--- config.mk ---
export PLATFORM = sky130hd
export DESIGN_NAME = counting_semaphore_wait_queue_top
export DESIGN_NICKNAME = d
export VERILOG_FILES = /design/src/sv/csq_pkg.sv /design/src/sv/csq_ctrl.sv /design/src/sv/csq_datapath.sv /design/src/sv/counting_semaphore_wait_queue_top.sv
export SDC_FILE = /design/constraint.sdc
export NUM_CORES = 1
export LEC_CHECK = 0
export BUFFER_PORTS_ARGS = -buffer_cell sky130_fd_sc_hd__buf_4
export CORE_ASPECT_RATIO = 0.5
export CORE_UTILIZATION = 40
export CTS_BUF_LIST = sky130_fd_sc_hd__clkbuf_4 sky130_fd_sc_hd__clkbuf_8
export DETAILED_ROUTE_END_ITERATION = 16
export SETUP_SLACK_MARGIN = 0.4
export SYNTH_ARGS = -nofsm -noshare
export SYNTH_HDL_FRONTEND = slang
export SYNTH_SLANG_ARGS = --single-unit
--- constraint.sdc ---
create_clock -name clock -period 6.4 [get_ports clock]
set_input_delay 0.96 -clock clock [delete_from_list [all_inputs] [get_ports clock]]
set_output_delay 0.96 -clock clock [all_outputs]
set_load 0.01 [all_outputs]
--- src/sv/csq_pkg.sv ---
// ----------------------------------------------------------------------------
// Counting semaphore wait queue package
// Transaction types, operation and status codes, control structs.
// ----------------------------------------------------------------------------
package csq_pkg;

   localparam int THREAD_ID_W = 8;
   localparam int COUNT_W     = 17;
   localparam int CFG_W       = 16;
   localparam logic [COUNT_W-1:0] COUNT_MAX = 17'd65535;

   localparam logic [1:0] MODE_WAIT    = 2'd0;
   localparam logic [1:0] MODE_SIGNAL  = 2'd1;
   localparam logic [1:0] MODE_TRYWAIT = 2'd2;
   localparam logic [1:0] MODE_CLOSE   = 2'd3;

   localparam logic [2:0] STATUS_SUCCESS    = 3'd0;
   localparam logic [2:0] STATUS_BLOCKED    = 3'd1;
   localparam logic [2:0] STATUS_LOCKED     = 3'd2;
   localparam logic [2:0] STATUS_CLOSED     = 3'd3;
   localparam logic [2:0] STATUS_QUEUE_FULL = 3'd4;

   localparam logic WAKE_SIGNALED = 1'b0;
   localparam logic WAKE_CLOSED   = 1'b1;

   typedef struct packed {
      logic [1:0]             mode;
      logic [THREAD_ID_W-1:0] thread_id;
   } req_type;

   typedef struct packed {
      logic [2:0]             status;
      logic                   released_valid;
      logic [THREAD_ID_W-1:0] released_id;
      logic                   wake_code;
      logic                   last;
   } rsp_type;

   typedef struct packed {
      logic accept;
      logic exec;
      logic pop;
      logic cfg;
   } ctl_cmd_type;

   typedef struct packed {
      logic out_free;
      logic close_more;
      logic pop_more;
   } ctl_sts_type;

endpackage

--- src/sv/csq_ctrl.sv ---
// ----------------------------------------------------------------------------
// Counting semaphore controller
// Sequences accept, execute and close drain; owns the handshake controls.
// ----------------------------------------------------------------------------
module csq_ctrl (
   input  logic                 clock,
   input  logic                 reset,
   input  logic                 req_valid,
   output logic                 req_stall,
   input  logic                 csr_valid,
   output logic                 csr_ready,
   input  csq_pkg::ctl_sts_type sts,
   output csq_pkg::ctl_cmd_type cmd
);

   localparam logic [1:0] S_IDLE = 2'd0;
   localparam logic [1:0] S_EXEC = 2'd1;
   localparam logic [1:0] S_WAIT = 2'd2;
   localparam logic [1:0] S_POP  = 2'd3;

   logic [1:0] state_ff;
   logic [1:0] state_in;

   assign csr_ready = !reset && (state_ff == S_IDLE);
   assign req_stall = reset || (state_ff != S_IDLE) || csr_valid;

   always_comb begin
      state_in   = state_ff;
      cmd        = '0;
      cmd.cfg    = csr_valid && csr_ready;
      cmd.accept = req_valid && !req_stall;
      case (state_ff)
         S_IDLE: begin
            if (cmd.accept) begin
               state_in = S_EXEC;
            end
         end
         S_EXEC: begin
            if (sts.out_free) begin
               cmd.exec = 1'b1;
               state_in = sts.close_more ? S_WAIT : S_IDLE;
            end
         end
         S_WAIT: begin
            state_in = S_POP;
         end
         S_POP: begin
            if (sts.out_free) begin
               cmd.pop  = 1'b1;
               state_in = sts.pop_more ? S_WAIT : S_IDLE;
            end
         end
         default: begin
            state_in = S_IDLE;
         end
      endcase
   end

   always_ff @(posedge clock) begin
      if (reset) begin
         state_ff <= S_IDLE;
      end else begin
         state_ff <= state_in;
      end
   end

endmodule

--- src/sv/csq_datapath.sv ---
// ----------------------------------------------------------------------------
// Counting semaphore datapath
// Count, closed flag, waiter ring buffer and result register.
// ----------------------------------------------------------------------------
module csq_datapath #(
   parameter int QUEUE_DEPTH = 16,
   parameter int ID_BITS     = 8
) (
   input  logic                        clock,
   input  logic                        reset,
   input  csq_pkg::req_type            req_data,
   input  logic [csq_pkg::CFG_W-1:0]   csr_data,
   input  logic                        rsp_stall,
   output logic                        rsp_valid,
   output csq_pkg::rsp_type            rsp_data,
   input  csq_pkg::ctl_cmd_type        cmd,
   output csq_pkg::ctl_sts_type        sts
);

   localparam int PTR_W    = $clog2(QUEUE_DEPTH);
   localparam int OCC_W    = $clog2(QUEUE_DEPTH + 1);
   localparam int COPY_W   = (ID_BITS < csq_pkg::THREAD_ID_W) ? ID_BITS : csq_pkg::THREAD_ID_W;

   logic [ID_BITS-1:0]           mem_ff [QUEUE_DEPTH];
   logic [ID_BITS-1:0]           rd_ff;
   csq_pkg::req_type             op_ff;
   logic [csq_pkg::COUNT_W-1:0]  count_ff, count_in;
   logic                         closed_ff, closed_in;
   logic [PTR_W-1:0]             head_ff, head_in;
   logic [PTR_W-1:0]             tail_ff, tail_in;
   logic [OCC_W-1:0]             occ_ff, occ_in;
   logic                         rsp_valid_ff, rsp_valid_in;
   csq_pkg::rsp_type             rsp_data_ff, rsp_next;
   logic                         rsp_load;
   logic                         wr_en;
   logic [ID_BITS-1:0]           wr_id;
   logic [csq_pkg::THREAD_ID_W-1:0] rel_id;
   logic [PTR_W-1:0]             head_nx, tail_nx;
   logic                         cnt_neg, cnt_le0, q_full, q_some;

   assign head_nx = (head_ff == PTR_W'(QUEUE_DEPTH - 1)) ? '0 : head_ff + PTR_W'(1);
   assign tail_nx = (tail_ff == PTR_W'(QUEUE_DEPTH - 1)) ? '0 : tail_ff + PTR_W'(1);
   assign cnt_neg = count_ff[csq_pkg::COUNT_W-1];
   assign cnt_le0 = cnt_neg || (count_ff == '0);
   assign q_full  = (occ_ff == OCC_W'(QUEUE_DEPTH));
   assign q_some  = (occ_ff != '0);

   always_comb begin
      wr_id  = '0;
      rel_id = '0;
      for (int i = 0; i < COPY_W; i++) begin
         wr_id[i]  = op_ff.thread_id[i];
         rel_id[i] = rd_ff[i];
      end
   end

   assign sts.out_free   = !rsp_valid_ff || !rsp_stall;
   assign sts.pop_more   = (occ_ff > OCC_W'(1));
   assign sts.close_more = (op_ff.mode == csq_pkg::MODE_CLOSE) && !closed_ff && sts.pop_more;

   always_comb begin
      count_in  = count_ff;
      closed_in = closed_ff;
      head_in   = head_ff;
      tail_in   = tail_ff;
      occ_in    = occ_ff;
      wr_en     = 1'b0;
      rsp_load  = 1'b0;
      rsp_next  = '0;
      rsp_next.last = 1'b1;
      if (cmd.cfg) begin
         count_in  = {1'b0, csr_data};
         closed_in = 1'b0;
         head_in   = '0;
         tail_in   = '0;
         occ_in    = '0;
      end else if (cmd.exec) begin
         rsp_load = 1'b1;
         if (closed_ff) begin
            rsp_next.status = csq_pkg::STATUS_CLOSED;
         end else begin
            case (op_ff.mode)
               csq_pkg::MODE_WAIT: begin
                  if (cnt_le0 && q_full) begin
                     rsp_next.status = csq_pkg::STATUS_QUEUE_FULL;
                  end else if (cnt_le0) begin
                     count_in = count_ff - csq_pkg::COUNT_W'(1);
                     wr_en    = 1'b1;
                     tail_in  = tail_nx;
                     occ_in   = occ_ff + OCC_W'(1);
                     rsp_next.status = csq_pkg::STATUS_BLOCKED;
                  end else begin
                     count_in = count_ff - csq_pkg::COUNT_W'(1);
                  end
               end
               csq_pkg::MODE_SIGNAL: begin
                  if (count_ff != csq_pkg::COUNT_MAX) begin
                     count_in = count_ff + csq_pkg::COUNT_W'(1);
                  end
                  if (cnt_neg && q_some) begin
                     head_in = head_nx;
                     occ_in  = occ_ff - OCC_W'(1);
                     rsp_next.released_valid = 1'b1;
                     rsp_next.released_id    = rel_id;
                     rsp_next.wake_code      = csq_pkg::WAKE_SIGNALED;
                  end
               end
               csq_pkg::MODE_TRYWAIT: begin
                  if (cnt_le0) begin
                     rsp_next.status = csq_pkg::STATUS_LOCKED;
                  end else begin
                     count_in = count_ff - csq_pkg::COUNT_W'(1);
                  end
               end
               csq_pkg::MODE_CLOSE: begin
                  closed_in = 1'b1;
                  if (q_some) begin
                     head_in = head_nx;
                     occ_in  = occ_ff - OCC_W'(1);
                     rsp_next.released_valid = 1'b1;
                     rsp_next.released_id    = rel_id;
                     rsp_next.wake_code      = csq_pkg::WAKE_CLOSED;
                     rsp_next.last           = !sts.pop_more;
                  end
               end
               default: begin
                  rsp_next.status = csq_pkg::STATUS_SUCCESS;
               end
            endcase
         end
      end else if (cmd.pop) begin
         rsp_load = 1'b1;
         head_in  = head_nx;
         occ_in   = occ_ff - OCC_W'(1);
         rsp_next.released_valid = 1'b1;
         rsp_next.released_id    = rel_id;
         rsp_next.wake_code      = csq_pkg::WAKE_CLOSED;
         rsp_next.last           = !sts.pop_more;
      end
   end

   assign rsp_valid_in = rsp_load || (rsp_valid_ff && rsp_stall);

   always_ff @(posedge clock) begin
      if (reset) begin
         count_ff     <= '0;
         closed_ff    <= 1'b0;
         head_ff      <= '0;
         tail_ff      <= '0;
         occ_ff       <= '0;
         rsp_valid_ff <= 1'b0;
      end else begin
         count_ff     <= count_in;
         closed_ff    <= closed_in;
         head_ff      <= head_in;
         tail_ff      <= tail_in;
         occ_ff       <= occ_in;
         rsp_valid_ff <= rsp_valid_in;
      end
   end

   always_ff @(posedge clock) begin
      if (cmd.accept) begin
         op_ff <= req_data;
      end
      if (rsp_load) begin
         rsp_data_ff <= rsp_next;
      end
   end

   // waiter ring buffer, registered read at the head
   always_ff @(posedge clock) begin
      if (wr_en) begin
         mem_ff[tail_ff] <= wr_id;
      end
      rd_ff <= mem_ff[head_ff];
   end

   assign rsp_valid = rsp_valid_ff;
   assign rsp_data  = rsp_data_ff;

endmodule

--- src/sv/counting_semaphore_wait_queue_top.sv ---
// Results are registered; a new transaction is taken only after the last one
// has executed. A close with waiters releases them one at a time, paced by the
// registered read port of the waiter buffer.
// Reset (synchronous): count 0, open, queue empty; waiter storage not cleared.
// ----------------------------------------------------------------------------
// Counting semaphore wait queue top level
// Semaphore with FIFO of blocked thread ids, controller plus datapath.
// ----------------------------------------------------------------------------
module counting_semaphore_wait_queue_top #(
   parameter int QUEUE_DEPTH = 16,
   parameter int ID_BITS     = 8
) (
   input  logic                      clock,
   input  logic                      reset,
   input  logic                      req_valid,
   output logic                      req_stall,
   input  csq_pkg::req_type          req_data,
   output logic                      rsp_valid,
   input  logic                      rsp_stall,
   output csq_pkg::rsp_type          rsp_data,
   input  logic                      csr_valid,
   output logic                      csr_ready,
   input  logic [csq_pkg::CFG_W-1:0] csr_data
);

   csq_pkg::ctl_cmd_type cmd;
   csq_pkg::ctl_sts_type sts;

   csq_ctrl u_ctrl (
      .clock     (clock),
      .reset     (reset),
      .req_valid (req_valid),
      .req_stall (req_stall),
      .csr_valid (csr_valid),
      .csr_ready (csr_ready),
      .sts       (sts),
      .cmd       (cmd)
   );

   csq_datapath #(
      .QUEUE_DEPTH (QUEUE_DEPTH),
      .ID_BITS     (ID_BITS)
   ) u_datapath (
      .clock     (clock),
      .reset     (reset),
      .req_data  (req_data),
      .csr_data  (csr_data),
      .rsp_stall (rsp_stall),
      .rsp_valid (rsp_valid),
      .rsp_data  (rsp_data),
      .cmd       (cmd),
      .sts       (sts)
   );

endmodule

Word level (Yosys, flattened, before mapping). Memory sizes are Yosys's and may differ from the RTL's. A register that Yosys moved wholly into a read port is not among the register bits. Index checks and enable logic that the tools add are counted.

Add/sub/neg operators: 6. Magnitude comparators: 1. Equality and inequality tests: 27. Muxes and demuxes: 57. Bitwise logic cells: 3. Reductions and logical operators: 37.

Operators by type and width (number): $mux 17 (3); $pmux 17 s3 (1); $mux 16 (3); $mux 11 (4); $mux 5 (7); $mux 4 (7); $pmux 10 s2 (1); $mux 1 (18); $add 17x1->17 const B (1); $logic_not 17->1 (1); $ne 17x16->1 const B (1); $sub 17x1->17 const B (1); $pmux 5 s3 (1); $mux 2 (7); $ne 2x2->1 const B (7); $ne 3x2->1 const B (4); $reduce_and 6->1 (2); $mux 10 (1); $reduce_and 5->1 (2); $ne 3x3->1 const B (3); $add 4x1->4 const B (2); $eq 2x2->1 const B (4); $eq 4x4->1 const B (2); $logic_and 1x1->1 (8); 24 further kinds (40).

Register bits: 58. RAM bits: 128. Bits of input ports: 31. Output and inout port bits: 17. Logic and storage cells: 148. Memories: 1.

Memory list: u_datapath.mem_ff (words 16, width 8, read ports 1, clocked after Yosys merged registers in 1, write ports 1, line csq_datapath.sv:24) `logic [ID_BITS-1:0] mem_ff [QUEUE_DEPTH];`.

Depth between registers and ports, before layout. Gate-level depths: netlist of run 1.

Depth after elaboration: 10. Gate-level depth with buffers: 11. Mapped depth without buffers: 10.

Modules after synthesis. Synthesis of run 1 repeated with hierarchy kept, for this count alone.

Cell total of the unflattened synthesis: 613. Area, all modules: 8687.1 um^2.

Modules (own cells, without submodules): csq_datapath (instances 1, cells each 596, area each 8549.4 um^2, sequential area each 5365.1 um^2); csq_ctrl (instances 1, cells each 17, area each 137.6 um^2, sequential area each 40.0 um^2).

Worst setup path after synthesis of run 1. OpenSTA, ideal clock, no wires.

Path type: input port to flip-flop. Start point: input port rsp_stall. End point: memory u_datapath.mem_ff[3][0] (enable). Setup time: 383 ps. Arrival time: 2663 ps. Data required time: 6017 ps. Slack: 3354 ps. Stages: 6. Path buffers: 0. Path through: a21bo_4 > inv_4 > nand4_1 > nor3_4 > nand2_1 > nor3_1.

Word-level cells in the longest chain between the ends: 8.

RTL lines: start: declaration (line counting_semaphore_wait_queue_top.sv:19) `input logic rsp_stall,`; $logic_not 1->1 (line csq_datapath.sv:57) `assign sts.out_free = !rsp_valid_ff || !rsp_stall;`; $logic_or 1x1->1 (line csq_datapath.sv:57); $mux 1 (line csq_ctrl.sv:39) `if (sts.out_free) begin`; $mux 1 (line csq_ctrl.sv:32) `case (state_ff)`; $mux 1 (line csq_datapath.sv:77) `end else if (cmd.exec) begin`; $mux 1 (line csq_datapath.sv:71) `if (cmd.cfg) begin`; $mux 1 (line csq_datapath.sv:173) `if (wr_en) begin`; $mux 1 (implied by the code) (line csq_datapath.sv:174) `mem_ff[tail_ff] <= wr_id;`; end: declaration (line csq_datapath.sv:24).

No other way between the ends.

Worst setup path after layout of run 1.
Start point: input port rsp_stall. End point: memory u_datapath.mem_ff[1][4] (enable).

Same word-level chain as after synthesis.

==> metrics.md, run 1 <==
| Metric | Value |
|---|---|
| Crit-path cells | `buf_4 -> a21bo_4 -> inv_4 -> nand4_1 -> nor3_4 -> nand2_1 -> nor3_1` |
| Hold_buf cts | `0` |
| Number of vias per cell | `5.39` |
| Required time of the critical path | `6.51 ns` |
| Max Cap Viol | `0` |
| First-pass GRT wire length | `29300 µm` |
| Synth area leader | `edfxtp_1` |
| GP Congestion | `0.877` |
| ANT nets after route | `0` |
| Sequential-to-total area share from yosys stat | `62.2%` |
| Slew of the pin with the lowest slew margin | `1.25 ns` |
| Largest net degree at the start of global routing | `37` |
| Die height | `106 µm` |
| 1st-iter DRT viols | `462` |
| RSZ-0062 raised after global routing | `no` |
| Crit Path Max Fanout | `19` |
| Synth area leaders | `edfxtp_1 53%, mux4_2 10%, dfxtp_1 9.7%` |
| Most frequent cell after synthesis | `edfxtp_1` |
| Routed WL | `18900 µm` |
| Fin area | `9710 µm²` |
| Skew-Pair Late Insertion Delay | `0.49 ns` |
| H-tree Lvls | `4` |
| Root Driver | `clkbuf_8` |
| Crit start category | `input port` |
| Asr flop ratio synth | `0%` |
| Final net count | `693` |
| Core area | `20900 µm²` |
| Final core utilization | `46.4%` |
| Most frequent cells after synthesis | `152 x edfxtp_1, 45 x nor2_1, 42 x dfxtp_1` |
| Normalized max-slew margin | `16.3%` |
| Post-synth cell types | `70` |
| Share of layout cells above drive strength 1 | `22.0%` |
| Critical path class | `input port to flop` |
| Worst hold-check path type | `flop to flop` |
| Setup_tns | `0 ns` |
| Ys Warns | `0` |
| Dpl cells | `904` |
| Vias in the first global route | `4970` |
| Row Count | `37` |
| Most used DFF post-synth | `edfxtp_1` |
| Fmax achieved | `305 MHz` |
| Power per cell area | `252 nW/µm²` |
| EDFF count, synth | `152` |
| Final count of pins violating max slew | `0` |
| Average cell area after synthesis | `14.8 µm²` |
| Area Overhead vs Synth | `11.7%` |
| Routed len/inst | `20.2 µm` |
| IO Port Bufs | `47` |
| Tmin final | `3.28 ns` |
| Slowest stage delay, CP | `0.98 ns` |
| Status | `finished, final reports clean` |
| Starting Density | `41.5%` |
| Global-route usage over all layers | `18.0%` |
| Synthesis-stage register bit count | `194` |
| CTS tree | `yes` |
| Initial antenna violation count | `0` |
| DRT Pass-1 Iters | `4` |
| # DRC | `0` |
| Synth Cell Area | `8690 µm²` |
| Final std cells w/o fill | `937` |
| Final number of setup-violating endpoints | `0` |
| Die area | `22300 µm²` |
| # resized after CTS | `0` |
| CTS sink count | `194` |
| Synthesized net count | `649` |
| Ports | `48` |
| Final Cycle Share | `51.3%` |
| Hold Violations, Final | `0` |
| Data arrival, critical path | `3.39 ns` |
| Worst Setup End Kind | `flop` |
| Dpl cell area | `9310 µm²` |
| Congestion Overflow GR | `0` |
| Share of the synthesized area in the top cell type | `52.5%` |
| Num CTS Buffers | `17` |
| WHS | `0.511 ns` |
| Ant diodes | `0` |
| Clk slew on worst S/H paths | `0.10 ns` |
| Lkg Pwr | `3.22 nW` |
| Post-CTS setup buffer count | `0` |
| Max Clock Skew | `0.0240 ns` |
| CTS max path bufs | `2` |
| Max IR drop VDD | `0.140 mV` |
| Mapped Cells | `588` |
| Width of the die | `210 µm` |
| Slowest-stage cell, CP | `nor3_1` |
| Post-DP HPWL | `12800 µm` |
| Via count | `5054` |
-- layout make-up --
type	instances	area (µm²)
Tap cell	292	365
Multi-Input combinational cell	356	3120
Timing Repair Buffer	50	375
Clock buffer	18	241
Inverter	13	51.3
Clock inverter	14	150
Fill cell	1877	11200
Sequential cell	194	5410
-- power by group --
group	internal [W]	total, W	switching [W]	leakage (nW)
combinational	0.000109	0.000246	0.000137	1.30
clock	0.000325	0.000799	0.000474	0.196
sequential	0.00137	0.00140	0.0000286	1.73
total	0.00180	0.00244	0.000639	3.22
-- per-layer routing --
metal / vias to the layer above / track usage (%) / share of wire [%]
met4: 0 / 6.42 / 1.9
met2: 107 / 27.5 / 47
li1: 2388 / - / -
met5: - / 0 / 0
met3: 20 / 4.17 / 5.1
met1: 2539 / 25.2 / 46
-- sequential cells by signal, summed over array words and instances, names as in the netlist --
register / cells
u_datapath.rsp_valid: 1
u_datapath.head_ff: 4
u_datapath.closed_ff: 1
u_datapath.rd_ff: 8
u_datapath.rsp_data: 14
u_ctrl.state_ff: 2
u_datapath.occ_ff: 5
u_datapath.op_ff: 2
u_datapath.mem_ff: 128
u_datapath.wr_id: 8
u_datapath.tail_ff: 4
u_datapath.count_ff: 17
-- placed cells by master, fill, tap and decap left out, types with 3 or more instances in the layout --
cell	Yosys	final
nor2b_1	4	4
buf_4	0	50
nand4b_1	5	5
nor4_1	3	3
a21o_1	7	7
a21oi_1	25	25
o21a_1	4	4
inv_1	12	12
nand2b_1	5	5
a311oi_1	5	5
a211oi_1	4	4
nand4_1	6	6
mux4_2	40	40
o21ai_0	7	7
nor2_1	45	45
and3_1	3	3
mux2i_1	8	8
a31oi_1	4	4
dfxtp_1	42	41
nor3b_1	3	3
o31ai_1	3	3
o211ai_1	8	8
o21ai_1	3	3
nand3_1	11	11
clkinv_2	0	3
a32oi_1	3	3
and2_1	11	11
nor3_1	10	10
or3_1	5	5
ha_1	29	29
nand2_1	40	40
edfxtp_1	152	152
clkbuf_8	0	17
xor2_1	9	9
xnor2_1	6	6
nor4_2	4	4
-- stage by stage --
step	setup WS [ns]	total power, W
2_1_floorplan	3.35	0.00160
3_3_place_gp	2.69	0.00167
3_5_place_dp	2.57	0.00167
4_1_cts	3.11	0.00246
5_1_grt	2.84	0.00254
6_report	3.12	0.00244
-- critical path: cells and delay by family --
kind | cells | cell delay, ns
AND/OR/NAND/NOR | 4 | 1.85
buffers and inverters | 2 | 0.32
AO/OA/AOI/OAI | 1 | 0.24
-- kinds of logic after synthesis --
group | Yosys count | synth area share (%)
and+or+nand+nor | 170 | 10.7
adders and majority gates | 30 | 4.41
DFF | 194 | 62.2
muxes | 48 | 11.3
xor gates and xnor gates | 15 | 1.51
AOI/OAI and AO/OA | 93 | 7.99
buffers and inverters | 38 | 1.92
-- worst paths after layout --
kind                            start                       to  slack (ns)  depth (start not counted)
setup / recovery            rsp_stall  u_datapath.mem_ff[1][4]        3.12                          7
hold / removal    u_datapath.rd_ff[3]   u_datapath.rsp_data[5]        0.51                          1
hold reg to reg   u_datapath.rd_ff[3]   u_datapath.rsp_data[5]        0.51                          1
setup reg to reg  u_datapath.op_ff[8]  u_datapath.count_ff[16]        3.16                          9
Power figures use the tool's default switching activity.
==> inputs of run 2 (changes only) <==
clock period = 3.4 ns   (was 6.4 ns; I/O delays follow)
==> run 2 against run 1 <==
Compared with the run above: sequential share of layout area down 1.1 points; non-clock buffer count grew 23; worst hold slack worse by 0.29 ns; routed wire length down 5.0%; via count shrank 0.12%; global-route usage down 1.1 points; sequential power increased by 88%; first-iteration DRC count is 18% lower; clock power rose by 84%; flip-flop and latch count unchanged; clock skew decreased by 0.0014 ns; combinational power grew 91%; critical path type is now flop to flop.
==> metrics.md, run 2 (synthesis results as in run 1) <==
| Metric | Value |
|---|---|
| Skew-Pair Late Insertion Delay | `0.47 ns (-0.02 ns)` |
| CTS max path bufs | `2 (unchanged)` |
| Normalized max-slew margin | `46.8% (+31 points)` |
| Area Overhead vs Synth | `14.0%` |
| Starting Density | `41.5% (unchanged)` |
| Final count of pins violating max slew | `0 (unchanged)` |
| Initial antenna violation count | `0 (unchanged)` |
| Global-route usage over all layers | `16.9% (-1.1 points)` |
| Ant diodes | `0 (unchanged)` |
| Worst Setup End Kind | `flop` |
| Max Cap Viol | `0 (unchanged)` |
| Status | `finished, final reports clean` |
| CTS sink count | `194 (unchanged)` |
| Core area | `20900 µm² (unchanged)` |
| RSZ-0062 raised after global routing | `no` |
| Final number of setup-violating endpoints | `0 (unchanged)` |
| Data arrival, critical path | `3.32 ns (-0.07 ns)` |
| Die area | `22300 µm² (unchanged)` |
| Worst R2R Path Depth | `11 (+2)` |
| CTS tree | `yes` |
| GP Congestion | `0.864 (-1.6%)` |
| Vias in the first global route | `5044 (+1.5%)` |
| Flop-to-flop setup slack | `0.48 ns (-2.68 ns)` |
| Share of layout cells above drive strength 1 | `25.0% (+3.0 points)` |
| Hold Violations, Final | `0 (unchanged)` |
| Num CTS Buffers | `17 (unchanged)` |
| ANT nets after route | `0 (unchanged)` |
| Busiest grt layer | `met2` |
| Number of vias per cell | `5.26 (-2.5%)` |
| Fmax achieved | `343 MHz` |
| Slowest stage delay, CP | `0.50 ns (-0.48 ns)` |
| Max IR drop VDD | `0.232 mV (+65%)` |
| Required time of the critical path | `3.80 ns (-2.71 ns)` |
| WHS | `0.217 ns (-0.294 ns)` |
| DRT Pass-1 Iters | `4 (unchanged)` |
| Slew of the pin with the lowest slew margin | `0.798 ns (-0.448 ns)` |
| Worst Hold Path EP | `u_datapath.op_ff[9]` |
| Commonest non-fill, non-tap cells in the layout | `152 x edfxtp_1, 72 x buf_4, 45 x nor2_1, 41 x dfxtp_1` |
| Die height | `106 µm (unchanged)` |
| Commonest non-fill, non-tap cell in the layout | `edfxtp_1` |
| Setup_tns | `0 ns (unchanged)` |
| Crit start category | `flop` |
| Max Clock Skew | `0.0226 ns (-0.00140 ns)` |
| # DRC | `0 (unchanged)` |
| Hold Crit Depth | `1 (unchanged)` |
| IO Port Bufs | `47 (unchanged)` |
| Routing usage on met1 | `22.3% (-2.9 points)` |
| Post-place setup slack | `0.436 ns (-2.14 ns)` |
| CP top delay family | `compound AO/OA/AOI/OAI gates` |
| Worst reg2reg startpoint | `u_datapath.op_ff[9]` |
| Ports | `48 (unchanged)` |
| Via count | `5048 (-0.12%)` |
| Crit Path Max Fanout | `5 (-14)` |
| Slowest-stage cell, CP | `or4_1` |
| Lkg Pwr | `3.35 nW (+3.9%)` |
| Final Cycle Share | `85.8%` |
| Width of the die | `210 µm (unchanged)` |
| Top reg by flops | `u_datapath.mem_ff` |
| Tmin final | `2.92 ns` |
| Root Driver | `clkbuf_8` |
| Routed WL | `18000 µm (-5.0%)` |
| Critical path class | `flop to flop` |
| Power per cell area | `462 nW/µm² (+84%)` |
| Critical path depth in cells | `11 (+4)` |
| First-pass GRT wire length | `27800 µm (-4.9%)` |
| Routed len/inst | `18.7 µm (-7.3%)` |
| Post-DP HPWL | `12800 µm (+0.23%)` |
| Largest net degree at the start of global routing | `36 (-2.7%)` |
| Row Count | `37 (unchanged)` |
| Worst hold-check path type | `input port to flop` |
| Hold Crit Start | `req_data[9]` |
| Max FFs per register | `128 (unchanged)` |
| Clk slew on worst S/H paths | `0.10 ns (about the same)` |
| Post-route setup slack | `0.482 ns (-2.63 ns)` |
| Reg-to-Reg End | `u_datapath.count_ff[13]` |
| Final net count | `716 (+3.3%)` |
| 1st-iter DRT viols | `381 (-18%)` |
| Crit-path cells | `inv_1 -> ha_4 -> clkinvlp_4 -> buf_4 -> ha_1 -> a21o_1 -> a21oi_1 -> a211oi_1 -> o211a_1 -> or4_1 -> nand3_1` |
| Congestion Overflow GR | `0 (unchanged)` |
| Met2 Usage GRT | `27.8% (+0.31 points)` |
| Dpl cell area | `9480 µm² (+1.9%)` |
| Crit path buf inv count | `3 (+1)` |
| H-tree Lvls | `4 (unchanged)` |
| Met3 Track Usage GR | `4.02% (-0.15 points)` |
| Fin area | `9900 µm² (+2.0%)` |
## run 2: changes by cell type in the layout (fill, tap and decap cells not counted), sizes merged
| cell | change |
|---|---|
| clkinvlp | -1 |
| clkbuf | +2 |
| clkinv | -1 |
| buf | +23 |
## run 2: power by group
part	internal [W]	switching, W
sequential	0.00258	0.0000576
clock	0.000623	0.000851
combinational	0.000215	0.000253
total	0.00341	0.00116
## run 2: per-stage QoR
stage | std cells | power [W] | util [%]
2_1_floorplan | 588 | 0.00301 | -
3_3_place_gp | 926 | 0.00315 | 45.3
3_5_place_dp | 926 | 0.00315 | 45.3
4_1_cts | 958 | 0.00461 | 47.1
5_1_grt | 960 | 0.00476 | 47.3
6_report | 960 | 0.00458 | 47.3
## run 2: how the worst max path moves through the flow
stage	from	to	slack, ns
after detailed placement	u_datapath.op_ff[9]	u_datapath.count_ff[13]	0.44
after floorplan	u_datapath.op_ff[8]	u_datapath.count_ff[13]	0.64
final	u_datapath.op_ff[9]	u_datapath.count_ff[13]	0.48
after CTS	u_datapath.op_ff[9]	u_datapath.count_ff[13]	0.40
after global placement	u_datapath.op_ff[9]	u_datapath.count_ff[13]	0.52
after global routing	u_datapath.op_ff[9]	u_datapath.count_ff[13]	0.38
## run 2: timing repair
action                                  in CTS  in global routing
buffers inserted                             0                  2
endpoints found under the setup margin       0                  7
hold buffers                                 0                  0
resized for setup                            0                  4
## run 2: worst reg2reg max path, stage by stage (launching register included)
cell        delay, ns
edfxtp_1         0.43
inv_1            0.15
ha_4             0.20
clkinvlp_4       0.11
buf_4            0.15
ha_1             0.36
a21o_1           0.20
a21oi_1          0.24
a211oi_1         0.18
o211a_1          0.26
or4_1            0.50
nand3_1          0.09
## run 2: cell type report
class,instances,area (µm²)
fill,1850,11000
sequential,194,5410
multi-input combinational,356,3130
timing repair buffer,73,561
tap,292,365
clock buffer,20,256
clock inverter,12,124
inverter,13,55.1
## run 2: layer usage
metal  vias to the layer above  routed length [µm]
li1                       2433                   -
met1                      2512                8420
met2                        90                8650
met3                        13                 731
met4                         0                 174
met5                         -                   0
==> inputs of run 3 (changes only) <==
RECOVER_POWER = 100   (was not set)
==> run 3 against run 2 <==
Compared with the run above: maximum frequency fell by 5.5%; non-clock buffer count did not move; sequential power barely moved; global-route usage did not move; die area did not move; largest power group unchanged; clock skew fell by 0.0010 ns; first-iteration DRC count rose by 2.1%; highest routed layer unchanged; worst setup slack got worse by 0.17 ns; design area fell by 1.5%.
==> metrics.md, run 3 (synthesis results as in run 1) <==
| Metric | Value |
|---|---|
| Lkg Pwr | `3.24 nW (-3.2%)` |
| Ports | `48 (unchanged)` |
| Width of the die | `210 µm (unchanged)` |
| Max Clock Skew | `0.0216 ns (-0.00103 ns)` |
| Ant diodes | `0 (unchanged)` |
| Hold Violations, Final | `0 (unchanged)` |
| Global-route usage over all layers | `16.9% (unchanged)` |
| 1st-iter DRT viols | `389 (+2.1%)` |
| Combinational share of power | `9.9% (-0.3 points)` |
| Starting Density | `41.5% (unchanged)` |
| Worst Setup SP | `u_datapath.op_ff[9]` |
| H-tree Lvls | `4 (unchanged)` |
| Worst hold-check path type | `input port to flop` |
| Seq pwr share | `57.8% (+0.3 points)` |
| Largest net degree at the start of global routing | `36 (unchanged)` |
| Slowest-stage cell, CP | `or4_1` |
| DRT Pass-1 Iters | `4 (unchanged)` |
| Skew-Pair Late Insertion Delay | `0.47 ns (about the same)` |
| CTS sink count | `194 (unchanged)` |
| Normalized max-slew margin | `23.0% (-24 points)` |
| Routed len/inst | `18.7 µm (-0.11%)` |
| Share of layout cells above drive strength 1 | `20.4% (-4.6 points)` |
| Number of vias per cell | `5.27 (+0.30%)` |
| Core area | `20900 µm² (unchanged)` |
| Final Cycle Share | `90.9% (+5.0 points)` |
| Data arrival, critical path | `3.49 ns (+0.17 ns)` |
| Final net count | `716 (unchanged)` |
| Reg-to-Reg End | `u_datapath.count_ff[13]` |
| WHS | `0.240 ns (+0.0230 ns)` |
| CTS max path bufs | `2 (unchanged)` |
| Die area | `22300 µm² (unchanged)` |
| Tmin final | `3.09 ns (+0.171 ns)` |
| Status | `finished, final reports clean` |
| Crit start category | `flop` |
| Commonest non-fill, non-tap cells in the layout | `152 x edfxtp_1, 45 x nor2_1, 44 x buf_4, 42 x dfxtp_1` |
| Row Count | `37 (unchanged)` |
| Worst reg2reg startpoint | `u_datapath.op_ff[9]` |
| NetSw | `0.00115 W (-0.72%)` |
| Slowest stage delay, CP | `0.50 ns (about the same)` |
| Critical path destination | `u_datapath.count_ff[13]` |
| Critical path class | `flop to flop` |
| Root Driver | `clkbuf_8` |
| Crit-path cells | `inv_1 -> ha_1 -> clkinvlp_4 -> buf_4 -> ha_1 -> a21o_1 -> a21oi_1 -> a211oi_1 -> o211a_1 -> or4_1 -> nand3_1` |
| Worst Setup End Kind | `flop` |
| IO Port Bufs | `47 (unchanged)` |
| RSZ-0062 raised after global routing | `no` |
| Clock Power Share | `32.3% (about the same)` |
| Crit Path Max Fanout | `5 (unchanged)` |
| Max FFs per register | `128 (unchanged)` |
| Power per cell area | `467 nW/µm² (+1.0%)` |
| Area Overhead vs Synth | `12.3%` |
| Total power | `0.00455 W (-0.49%)` |
| Clk slew on worst S/H paths | `0.10 ns (about the same)` |
| Setup_tns | `0 ns (unchanged)` |
| Worst R2R Path Depth | `11 (unchanged)` |
| Flop-to-flop setup slack | `0.31 ns (-0.17 ns)` |
| Switching share of power | `25.3% (-0.060 points)` |
| Num CTS Buffers | `17 (unchanged)` |
| GP Congestion | `0.864 (unchanged)` |
| ANT nets after route | `0 (unchanged)` |
| Final count of pins violating max slew | `0 (unchanged)` |
| Die height | `106 µm (unchanged)` |
| Via count | `5063 (+0.30%)` |
| CP most frequent cell | `ha_1` |
| Max IR drop VDD | `0.231 mV (-0.27%)` |
| Slew of the pin with the lowest slew margin | `1.15 ns (+0.356 ns)` |
| Congestion Overflow GR | `0 (unchanged)` |
| CTS tree | `yes` |
| Top reg by flops | `u_datapath.mem_ff` |
| Fmax achieved | `324 MHz (-5.5%)` |
| Post-DP HPWL | `12800 µm (unchanged)` |
| Final number of setup-violating endpoints | `0 (unchanged)` |
| Initial antenna violation count | `0 (unchanged)` |
| First-pass GRT wire length | `27800 µm (unchanged)` |
| Internal power | `0.00340 W (-0.41%)` |
| Vias in the first global route | `5044 (unchanged)` |
| Max Cap Viol | `0 (unchanged)` |
| # DRC | `0 (unchanged)` |
| Routed WL | `18000 µm (-0.11%)` |
| Final core utilization | `46.6% (-0.69 points)` |
| Required time of the critical path | `3.80 ns (about the same)` |
| Commonest non-fill, non-tap cell in the layout | `edfxtp_1` |
[run 3: timing repair]
| item | 4_1_cts | 5_1_grt |
|---|---|---|
| resized for setup | 0 | 4 |
| setup endpoints to repair | 0 | 7 |
| hold buffers | 0 | 0 |
| setup buffers | 0 | 2 |
[run 3: per-stage QoR]
step	worst slack, ns	cell area (µm²)	std cells
floorplan	0.638	8690	588
global placement	0.522	9480	926
detailed placement	0.436	9480	926
CTS	0.405	9860	958
global route	0.190	9760	960
finish	0.311	9760	960
[run 3: worst max-delay path, delay by kind of cell, from the launching register on]
kind	cells	cell delay [ns]
AOI/OAI and AO/OA	4	0.88
adders and majority gates	2	0.69
and+or+nand+nor	2	0.59
buffers and inverters	3	0.45
DFF	1	0.43
[run 3: routing by layer]
metal  wire (µm)  GRT usage, %
met1        8350          22.3
met2        8580          27.8
met3         848          4.02
met4         178          5.02
met5           0             0
[run 3: how the worst min path moves through the flow]
stage                   startpoint                     end  slack, ns  cells after the start
3_3_place_gp   u_datapath.rd_ff[3]  u_datapath.rsp_data[5]       0.50                      1
6_report               req_data[9]     u_datapath.op_ff[9]       0.24                      1
3_5_place_dp   u_datapath.rd_ff[0]  u_datapath.rsp_data[2]       0.50                      1
4_1_cts                req_data[2]     u_datapath.wr_id[2]       0.18                      1
5_1_grt                req_data[2]     u_datapath.wr_id[2]       0.20                      1
2_1_floorplan  u_datapath.rd_ff[0]  u_datapath.rsp_data[2]       0.48                      1
[run 3: layout make-up]
cell class | instances | area, µm²
Clock buffer | 20 | 256
Clock inverter | 12 | 124
Fill cell | 1864 | 11200
Inverter | 13 | 53.8
Multi-Input combinational cell | 356 | 3080
Sequential cell | 194 | 5410
Tap cell | 292 | 365
Timing Repair Buffer | 73 | 474
[run 3: power groups by stage]
stage | clock, W | combinational (W) | sequential (W)
floorplan | 0 | 0.000345 | 0.00266
global placement | 0 | 0.000463 | 0.00269
detailed placement | 0 | 0.000466 | 0.00269
CTS | 0.00151 | 0.000467 | 0.00263
global route | 0.00160 | 0.000499 | 0.00264
finish | 0.00147 | 0.000449 | 0.00263
